**src/hw/rtl/rsrc_pkg.sv**
```systemverilog
// shared types and constants of the roller shutter relay controller
package rsrc_pkg;

  localparam int unsigned RunTimeW  = 16;
  localparam int unsigned LeadTimeW = 10;
  localparam int unsigned ElapsedW  = 16;
  localparam int unsigned CfgDataW  = 16;
  localparam int unsigned CfgIndexW = 2;

  localparam logic [RunTimeW-1:0]  RunTimeReset  = RunTimeW'(20 * 1000);
  localparam logic [LeadTimeW-1:0] LeadTimeReset = LeadTimeW'(100);
  localparam logic [ElapsedW-1:0]  ElapsedMax    = '1;

  // configuration register indexes
  typedef enum logic [CfgIndexW-1:0] {
    CFG_RUN_TIME_FIRST  = 2'd0,
    CFG_RUN_TIME_SECOND = 2'd1,
    CFG_LEAD_TIME       = 2'd2
  } rsrc_cfg_index_t;

  typedef enum logic [1:0] {
    PHASE_IDLE    = 2'd0,
    PHASE_CLOSING = 2'd1,
    PHASE_LEAD    = 2'd2,
    PHASE_OPENING = 2'd3
  } rsrc_phase_t;

  typedef struct packed {
    logic [RunTimeW-1:0]  run_time_first;
    logic [RunTimeW-1:0]  run_time_second;
    logic [LeadTimeW-1:0] lead_time;
  } rsrc_cfg_t;

  typedef struct packed {
    logic                last_close;
    logic                last_open;
    logic [1:0]          closing;
    logic [1:0]          opening;
    logic                lead_wait;
    logic [ElapsedW-1:0] elapsed;
  } rsrc_state_t;

  typedef struct packed {
    logic        close_button;
    logic        open_button;
    logic        tick;
  } rsrc_sample_t;

  typedef struct packed {
    logic        run_relay_first;
    logic        dir_relay_first;
    logic        run_relay_second;
    logic        dir_relay_second;
    rsrc_phase_t motion_phase;
  } rsrc_result_t;

endpackage

```
**src/hw/rtl/rsrc_step.sv**
```systemverilog
// next-state and relay logic for one button sample
module rsrc_step (
  input  rsrc_pkg::rsrc_cfg_t    cfg,
  input  rsrc_pkg::rsrc_state_t  state,
  input  rsrc_pkg::rsrc_sample_t sample,
  output rsrc_pkg::rsrc_state_t  state_next,
  output rsrc_pkg::rsrc_result_t result
);
  import rsrc_pkg::*;

  always_comb begin
    logic close_edge;
    logic open_edge;
    logic pressed;
    logic [1:0] active;
    logic [1:0] keep;
    state_next = state;
    close_edge = sample.close_button & ~state.last_close;
    open_edge  = sample.open_button & ~state.last_open;
    pressed    = close_edge | open_edge;

    // saturating tick count, ahead of every compare
    if (sample.tick && state.elapsed != ElapsedMax) begin
      state_next.elapsed = state.elapsed + ElapsedW'(1);
    end

    // per-shutter auto stop mask
    keep[0] = state_next.elapsed < cfg.run_time_first;
    keep[1] = state_next.elapsed < cfg.run_time_second;

    if (!state.lead_wait) begin
      state_next.last_close = sample.close_button;
      state_next.last_open  = sample.open_button;
      if (state.closing != 2'b00) begin
        state_next.closing = pressed ? 2'b00 : (state.closing & keep);
      end else if (state.opening != 2'b00) begin
        state_next.opening = pressed ? 2'b00 : (state.opening & keep);
      end else if (open_edge) begin
        state_next.lead_wait = 1'b1;
        state_next.elapsed   = '0;
      end else if (close_edge) begin
        state_next.closing = 2'b11;
        state_next.elapsed = '0;
      end
    end

    // lead wait may end in the press sample itself
    if (state_next.lead_wait &&
        state_next.elapsed >= ElapsedW'(cfg.lead_time)) begin
      state_next.lead_wait = 1'b0;
      state_next.opening   = 2'b11;
      state_next.elapsed   = '0;
    end

    active = state_next.closing | state_next.opening;
    result.run_relay_first  = active[0];
    result.run_relay_second = active[1];
    result.dir_relay_first  = state_next.lead_wait | state_next.opening[0];
    result.dir_relay_second = state_next.lead_wait | state_next.opening[1];
    if (state_next.lead_wait) begin
      result.motion_phase = PHASE_LEAD;
    end else if (state_next.closing != 2'b00) begin
      result.motion_phase = PHASE_CLOSING;
    end else if (state_next.opening != 2'b00) begin
      result.motion_phase = PHASE_OPENING;
    end else begin
      result.motion_phase = PHASE_IDLE;
    end
  end

endmodule

```
**src/hw/rtl/roller_shutter_relay_controller.sv**
```systemverilog
// top level of the two-shutter roller relay controller
// an accepted word passes through the sample register and then the result register
// throughput: one word per cycle while out_stall allows; the sample register advances
//   whenever the result register is empty or being taken
// reset: synchronous, clears the shutter state and both word valid flags, and restores
//   the configuration defaults (run times 20000 ticks, lead time 100 ticks)
module roller_shutter_relay_controller (
  input  logic                         clk,
  input  logic                         rst,
  // configuration write port
  input  logic                         cfg_we,
  input  logic [rsrc_pkg::CfgIndexW-1:0] cfg_index,
  input  logic [rsrc_pkg::CfgDataW-1:0]  cfg_data,
  // sample channel
  input  logic                         in_valid,
  output logic                         in_stall,
  input  logic                         close_button,
  input  logic                         open_button,
  input  logic                         tick,
  // result channel
  output logic                         out_valid,
  input  logic                         out_stall,
  output logic                         run_relay_first,
  output logic                         dir_relay_first,
  output logic                         run_relay_second,
  output logic                         dir_relay_second,
  output logic [1:0]                   motion_phase
);
  import rsrc_pkg::*;

  rsrc_cfg_t    cfg;
  rsrc_state_t  state;
  rsrc_state_t  state_next;
  rsrc_sample_t sample;
  logic         sample_valid;
  rsrc_result_t result_next;
  rsrc_result_t result;
  logic         in_take;
  logic         advance;

  // the sample register moves on when the result register has room
  assign advance  = sample_valid & (~out_valid | ~out_stall);
  assign in_stall = sample_valid & ~advance;
  assign in_take  = in_valid & ~in_stall;

  // configuration registers, unknown index ignored
  always_ff @(posedge clk) begin
    if (rst) begin
      cfg.run_time_first  <= RunTimeReset;
      cfg.run_time_second <= RunTimeReset;
      cfg.lead_time       <= LeadTimeReset;
    end else if (cfg_we) begin
      unique case (cfg_index)
        CFG_RUN_TIME_FIRST:  cfg.run_time_first  <= cfg_data[RunTimeW-1:0];
        CFG_RUN_TIME_SECOND: cfg.run_time_second <= cfg_data[RunTimeW-1:0];
        CFG_LEAD_TIME:       cfg.lead_time       <= cfg_data[LeadTimeW-1:0];
        default: ;
      endcase
    end
  end

  // input register
  always_ff @(posedge clk) begin
    if (rst) begin
      sample_valid <= 1'b0;
    end else if (in_take) begin
      sample_valid <= 1'b1;
    end else if (advance) begin
      sample_valid <= 1'b0;
    end
  end

  always_ff @(posedge clk) begin
    if (in_take) begin
      sample.close_button <= close_button;
      sample.open_button  <= open_button;
      sample.tick         <= tick;
    end
  end

  // edge detect, stop checks and lead wait
  rsrc_step u_step (
    .cfg        (cfg),
    .state      (state),
    .sample     (sample),
    .state_next (state_next),
    .result     (result_next)
  );

  // shutter state commits together with the result word
  always_ff @(posedge clk) begin
    if (rst) begin
      state <= '0;
    end else if (advance) begin
      state <= state_next;
    end
  end

  // result register
  always_ff @(posedge clk) begin
    if (rst) begin
      out_valid <= 1'b0;
    end else if (advance) begin
      out_valid <= 1'b1;
    end else if (!out_stall) begin
      out_valid <= 1'b0;
    end
  end

  always_ff @(posedge clk) begin
    if (advance) begin
      result <= result_next;
    end
  end

  assign run_relay_first  = result.run_relay_first;
  assign dir_relay_first  = result.dir_relay_first;
  assign run_relay_second = result.run_relay_second;
  assign dir_relay_second = result.dir_relay_second;
  assign motion_phase     = result.motion_phase;

endmodule

```
**config.mk**
```make
export PLATFORM = sky130hd
export DESIGN_NAME = roller_shutter_relay_controller
export DESIGN_NICKNAME = d
export VERILOG_FILES = /design/src/hw/rtl/rsrc_pkg.sv /design/src/hw/rtl/rsrc_step.sv /design/src/hw/rtl/roller_shutter_relay_controller.sv
export SDC_FILE = /design/constraint.sdc
export NUM_CORES = 1
export LEC_CHECK = 0
export ABC_AREA = 1
export BUFFER_PORTS_ARGS = -buffer_cell sky130_fd_sc_hd__buf_4
export CORE_MARGIN = 4
export CORE_UTILIZATION = 30
export DETAILED_ROUTE_END_ITERATION = 8
export GPL_TIMING_DRIVEN = 0
export PLACE_DENSITY = 0.57
export SYNTH_ARGS = -nofsm -noshare
export SYNTH_HDL_FRONTEND = slang
export SYNTH_SLANG_ARGS = --single-unit
```
**constraint.sdc**
```tcl
create_clock -name clk -period 7.4 [get_ports clk]
set_input_delay 1.11 -clock clk [delete_from_list [all_inputs] [get_ports clk]]
set_output_delay 1.11 -clock clk [all_outputs]
set_load 0.05 [all_outputs]
```
==> impl_metrics.yaml, run 1 <==
status:
  outcome: "finished, final reports clean"
sta:
  clock.fmax_ghz: 0.2525
  fin_skew_ns: 0.007908
  setup_ws_ns: 3.440
  finalCriticalPeriod_ns: 3.960
  timing.final.max_slew_violations: 0
  setup_violations: 0
  hold_ws_ns: 0.4605
  tightest_slew_ns: 1.043
  post-route-period-util_pct: 53.51
  tns_ns: 0
  rsz0062_at_grt: "no"
  relSlewSlack_pct: 30.48
  hold_viol: 0
global_routing:
  grt_overflow: 0
  first_global_vias: 3512
  grt_pass1_wl_um: 18270
  grt_max_degree: 16
  grt_usage_pct: 13.95
  antenna_found_initial: 0
floorplanning:
  core_region_area_sq_um: 14530
  rows: 44
  initial_core_util_pct: 30.60
  die_x_um: 129.8
  die_h_um: 129.8
  dieArea_sq_um: 16840
  pin_count: 34
final_layout:
  antenna_cells: 0
  finalInstanceArea_sq_um: 5244
  finalNetCount: 717
  fin_cells: 839
  fillers: 1586
  drive_gt1_share_pct: 12.21
  area_growth_pct: 17.89
critical_path:
  cpMaxStageDelayCell: "o21ai_0"
  cp_data_required_time_ns: 7.47
  max_stage_delay_ns: 0.44
  r2r_start: "state[0]$_SDFFE_PP0P_"
  cp.buffers_inverters: 5
  criticalPathCategory: "reg2reg"
  cpMostUsedCell: "nand2_1"
  start_kind: "flop"
  critPathTopFamily: "simple AND/OR/NAND/NOR gates"
  worstPathArrival_ns: 4.03
  end_kind: "flop"
  crit_path_max_fanout: 10
  cp-startpoint: "state[0]$_SDFFE_PP0P_"
detailed_routing:
  dr.pass1.iters: 4
  wl_um: 11300
  drc: 0
  first_iter_violations: 244
  dr_total_vias: 3814
  via_per_inst: 4.546
  wire_per_inst_um: 13.47
  met3_length_um: 384
  met2WireLength_um: 5192
  drtAntennaViolNets: 0
  top_layer: "met4"
  m1WireLength_um: 5535
placement:
  dp_cells: 823
  gp_congestion: 0.8582
  placed_area_sq_um: 4926
  dp_hpwl_um: 8764
  port_buffers: 33
  dp_slack_ns: 3.420
clock_network:
  post_cts_buffers: 0
  cts_buffers: 9
  worstSkewPairLatency_ns: 0.33
  cts_root_buf: "clkbuf_16"
  cts_tree: "built"
  cts_max_level: 3
  ctsHoldBuffers: 0
  post_cts_resized: 0
  cts.sinks: 76
  clk_pin_slew_worst_paths_ns: 0.06
  clk_path_buf_depth: 2
logic_synthesis:
  syn_area_sq_um: 4448
  syn_area_per_cell_sq_um: 7.340
  syn_nets: 673
  synth_ff_type: "dfxtp_1"
  async_flop_share_pct: 0
  synth_edf_count: 9
  postSynthCellCount: 606
  yosysWarnings: 0
  synth.distinct_cells: 39
  ys_ff_latch: 76
  ys_seq_area_share_pct: 36.23
power:
  vdd_ir_drop_max_uv: 87.24
  powerDensity_nw_per_um2: 215.3
  power_leakage_nw: 2.429
worst_hold_path:
  hold_start: "cfg[3]$_SDFFE_PP0P_"
  holdCritPathClass: "reg2reg"
job:
  cap_violations: 0
-- where the power goes --
part / internal [W] / switching [W] / total (W)
Sequential: 0.000445 / 0.0000126 / 0.000457
Clock: 0.000284 / 0.000172 / 0.000456
Combinational: 0.0000766 / 0.000139 / 0.000216
Total: 0.000805 / 0.000324 / 0.00113
-- cell type report --
type / instances / area [sq um] / share of cell area (%)
buffer: 20 / 107.6 / 2.052
clock buffer: 14 / 305.3 / 5.822
clock inverter: 2 / 12.51 / 0.2386
inverter: 99 / 371.6 / 7.087
multi-input combinational: 411 / 2357 / 44.95
sequential: 76 / 1612 / 30.73
tap: 184 / 230.2 / 4.390
timing repair buffer: 33 / 247.7 / 4.724
-- tightest hold or removal path, cell delays in order (launching register included) --
cell     delay, ns
dfxtp_1       0.29
inv_1         0.06
a21oi_1       0.06
-- synthesized netlist by cell type, types with 2 or more instances --
library cell / n / area (sq um)
edfxtp_1: 9 / 270.3
nand3_1: 28 / 140.1
a21oi_2: 9 / 78.83
o211ai_1: 13 / 97.59
nand2_2: 10 / 62.56
nor3_1: 7 / 35.03
o21ai_0: 46 / 230.2
o21bai_1: 2 / 15.01
xor2_1: 11 / 96.34
nand4_1: 9 / 56.30
clkbuf_1: 16 / 60.06
nor2_1: 45 / 168.9
dfxtp_1: 67 / 1341
a21oi_1: 53 / 265.3
or2_0: 2 / 12.51
inv_2: 2 / 7.510
nor2_2: 2 / 12.51
nand2_1: 117 / 439.2
a211oi_1: 3 / 22.52
ha_1: 41 / 513.0
inv_1: 96 / 360.4
-- cell usage in the layout (no fill, tap or decap), types with 3 or more instances in the layout --
cell type,instances
clkbuf_1,16
nand4_1,9
edfxtp_1,9
nand2_1,117
nor2_1,45
nand2_2,10
ha_1,41
buf_4,34
nand3_1,28
clkbuf_16,10
a21oi_1,53
inv_1,96
o21ai_0,46
o211ai_1,13
a211oi_1,3
a21oi_2,9
clkbuf_8,5
nor3_1,7
xor2_1,11
dfxtp_1,67
-- through the flow --
step           total power [W]  util, %
6_report              0.001129    36.08
5_1_grt               0.001188    36.08
4_1_cts               0.001144    36.08
3_5_place_dp         0.0006829    33.89
3_3_place_gp         0.0006805    33.89
2_1_floorplan        0.0006171        -
-- worst paths after layout --
path | to | slack (ns) | depth (start not counted)
worst max register to register | run_relay_first$_DFFE_PP_ | 3.44 | 27
worst max-delay path | run_relay_first$_DFFE_PP_ | 3.44 | 27
worst min-delay path | cfg[3]$_SDFFE_PP0P_ | 0.46 | 2
worst min register to register | cfg[3]$_SDFFE_PP0P_ | 0.46 | 2
-- cells by family after synthesis --
group           Yosys count  synth area share [%]
buf+inv                 119                 10.77
simple gates            228                 22.36
fa+ha+maj                41                 11.53
compound gates          131                 16.93
xor+xnor                 11                 2.166
flops                    76                 36.23
-- flip-flops by register name (all words and copies together), names as in the netlist --
name and count:
cfg 42, dir_relay_first 1, dir_relay_second 1, motion_phase 2
out_valid 1, run_relay_first 1, run_relay_second 1, sample 3
sample_valid 1, state 23
-- routing by layer --
metal  up-vias  global-route usage, %
li1       2065                      -
met1      1685                  18.84
met5         -                      0
met4         0                  4.034
met2        55                  22.99
met3         9                  2.415
No activity file was read; power rests on OpenSTA's default activity.
==> run 2, diff against run 1 <==
--- a/config.mk
+++ b/config.mk
@@ -5,7 +5,7 @@
 export SDC_FILE = /design/constraint.sdc
 export NUM_CORES = 1
 export LEC_CHECK = 0
-export ABC_AREA = 1
+export ABC_AREA = 0
 export BUFFER_PORTS_ARGS = -buffer_cell sky130_fd_sc_hd__buf_4
 export CORE_MARGIN = 4
 export CORE_UTILIZATION = 30
==> constraint.sdc (replaced) <==
create_clock -name clk -period 3.94 [get_ports clk]
set_input_delay 0.591 -clock clk [delete_from_list [all_inputs] [get_ports clk]]
set_output_delay 0.591 -clock clk [all_outputs]
set_load 0.05 [all_outputs]
==> run 2 against run 1 <==
Sequential share of layout area fell by 3.4 points; non-clock buffer count rose by 36; total power rose by 72%; critical path type unchanged.
==> impl_metrics.yaml, run 2 <==
critical_path:
  cpMaxStageDelayCell: "a2111o_1"
  worstPathArrival_ns: 3.85
  end_kind: "flop"
  cp_data_required_time_ns: 4.03
  crit_chain: "buf_6 > nand4_4 > buf_6 > nor4_4 > nor2b_2 > and2_4 > nand3_4 > xor2_4 > inv_2 > ha_4 > nand4_1 > a211oi_2 > o31ai_2 > o211ai_1 > nand2_1 > a2111o_1 > a31o_1"
  crit_path_max_fanout: 4
  cp.buffers_inverters: 3
  start_kind: "flop"
  critPathTopFamily: "compound AO/OA/AOI/OAI gates"
  max_stage_delay_ns: 0.39
  criticalPathCategory: "reg2reg"
  cpMostUsedCell: "buf_6"
final_layout:
  drive_gt1_share_pct: 26.02
  largest_reg_flops: 42
  antenna_cells: 0
  fin_cells: 822
  reg.largest.list: "cfg x42, state x23, sample x3"
  area_growth_pct: 31.62
  final_cell_mix: "92 x nand2_1, 66 x buf_4, 51 x dfxtp_1"
  largest_register: "cfg"
  finalNetCount: 700
  fillers: 1487
  final_common_cell: "nand2_1"
sta:
  post-route-period-util_pct: 95.35
  relSlewSlack_pct: 51.90
  tns_ns: 0
  setup_violations: 0
  hold_viol: 0
  finalCriticalPeriod_ns: 3.757
  setup_ws_ns: 0.1832
  fin_skew_ns: 0.008772
  timing.final.max_slew_violations: 0
  tightest_slew_ns: 0.7215
  clock.fmax_ghz: 0.2662
logic_synthesis:
  synth.distinct_cells: 68
  yosysMostFrequentCell: "nand2_1"
  yosys-top-cells-count: "93 x nand2_1, 67 x dfxtp_1, 52 x inv_1, 50 x nor2_1, 45 x a21oi_1"
  async_flop_share_pct: 0
  synth_ff_type: "dfxtp_1"
  synth_area_leaders: "dfxtp_1 29%, ha_1 11%, nand2_1 7.6%"
  yosysTopAreaCell: "dfxtp_1"
  yosysWarnings: 0
  postSynthCellCount: 556
  syn_area_per_cell_sq_um: 8.221
  syn_area_sq_um: 4571
  ys_ff_latch: 76
  yosysTopAreaCellShare_pct: 29.35
  synth_edf_count: 9
  syn_nets: 623
  ys_seq_area_share_pct: 35.26
placement:
  port_buffers: 33
  dp_slack_ns: -0.8157
  dp_cells: 773
  dp_hpwl_um: 9677
  gp_congestion: 0.8756
clock_network:
  cts.sinks: 76
  cts_root_buf: "clkbuf_16"
  cts_tree: "built"
  worstSkewPairLatency_ns: 0.35
  cts_max_level: 3
  clk_path_buf_depth: 2
  clk_pin_slew_worst_paths_ns: 0.06
  ctsHoldBuffers: 0
  cts_buffers: 9
detailed_routing:
  drtAntennaViolNets: 0
  first_iter_violations: 205
  dr.pass1.iters: 4
  wire_per_inst_um: 15.80
  via_per_inst: 5.038
  met2WireLength_um: 6239
  wl_um: 12990
  dr_total_vias: 4141
  met3_length_um: 519
  top_layer: "met4"
  m1WireLength_um: 5882
  drc: 0
floorplanning:
  initial_core_util_pct: 30.98
  die_h_um: 131.4
  die_x_um: 131.4
  dieArea_sq_um: 17270
  core_region_area_sq_um: 14750
  rows: 44
  pin_count: 34
power:
  vdd_ir_drop_max_uv: 170.7
  power_leakage_nw: 2.533
  p_seq_share_pct: 42.8
  clock_power_share_pct: 43.3
  p_int_w: 0.001424
  p_comb_share_pct: 13.9
  power_w: 0.001937
  p_switching_w: 0.0005125
  p_sw_share_pct: 26.46
  powerDensity_nw_per_um2: 321.9
global_routing:
  antenna_found_initial: 0
  grt_usage_pct: 15.12
  first_global_vias: 4043
  grt_overflow: 0
  grt_pass1_wl_um: 20960
  grt_max_degree: 16
status:
  outcome: "finished, final reports clean"
job:
  cap_violations: 0
worst_hold_path:
  holdCritPathClass: "in2reg"
-- run 2: cell count changes after synthesis, sizes merged, moves of 7 or more --
cell / change
o211ai: -11
nand2: -35
nand3: -16
nor2b: +7
a21oi: -17
o21ai: -33
a211o: +13
inv: -46
-- run 2: power groups by stage --
| stage | clock network, W | logic (W) | registers [W] |
|---|---|---|---|
| CTS | 0.000854 | 0.000257 | 0.000832 |
| detailed placement | 0 | 0.000245 | 0.000849 |
| global placement | 0 | 0.000239 | 0.000848 |
| global route | 0.000893 | 0.000298 | 0.000833 |
| floorplan | 0 | 0.000145 | 0.000863 |
| finish | 0.000838 | 0.000269 | 0.000830 |
-- run 2: metal layers --
metal	vias to the layer above	track usage (%)
met1	1950	19.28
met2	76	24.47
met5	-	0
li1	2095	-
met3	20	3.861
met4	0	6.184
-- run 2: worst paths after layout --
path / depth (start not counted) / startpoint / to / slack [ns]
min reg2reg: 2 / cfg[22]$_SDFFE_PP0P_ / cfg[22]$_SDFFE_PP0P_ / 0.45
min: 1 / tick / sample[0]$_DFFE_PP_ / 0.42
max: 17 / state[11]$_SDFFE_PP0P_ / motion_phase[1]$_SDFFCE_PP1P_ / 0.18
max reg2reg: 17 / state[11]$_SDFFE_PP0P_ / motion_phase[1]$_SDFFCE_PP1P_ / 0.18
-- run 2: layout make-up --
| class | count | area [sq um] | share of cell area (%) |
|---|---|---|---|
| flip-flops and latches | 76 | 1642 | 27.29 |
| clock buffers | 10 | 239.0 | 3.973 |
| inverters | 52 | 195.2 | 3.245 |
| plain buffers | 21 | 110.1 | 1.830 |
| well taps | 184 | 230.2 | 3.827 |
| clock inverters | 6 | 62.56 | 1.040 |
| multi-input cells | 405 | 3019 | 50.19 |
| repair buffers | 68 | 518.0 | 8.611 |
-- run 2: logic make-up after synthesis --
group | count (synthesis) | share of synthesized area (%)
and+or+nand+nor | 216 | 22.56
adders and majority gates | 41 | 11.22
DFF | 76 | 35.26
AOI/OAI and AO/OA | 132 | 21.33
muxes | 3 | 0.6844
buffers and inverters | 75 | 6.461
xor gates and xnor gates | 13 | 2.491
-- run 2: repair_timing --
item	in CTS	in global routing
setup endpoints to repair	27	22
setup buffers	14	21
cloned	0	0
resized for setup	35	54
pin swaps	7	25
-- run 2: stage by stage --
| stage | instance area [sq um] | hold slack, ns | utilization (%) |
|---|---|---|---|
| final | 6016 | 0.4237 | 40.77 |
| after CTS | 5609 | 0.4146 | 38.02 |
| after global routing | 6016 | 0.4101 | 40.77 |
| after detailed placement | 5049 | 0.4476 | 34.22 |
| after global placement | 5049 | 0.4455 | 34.22 |
| after floorplan | 4571 | 0.4363 | - |
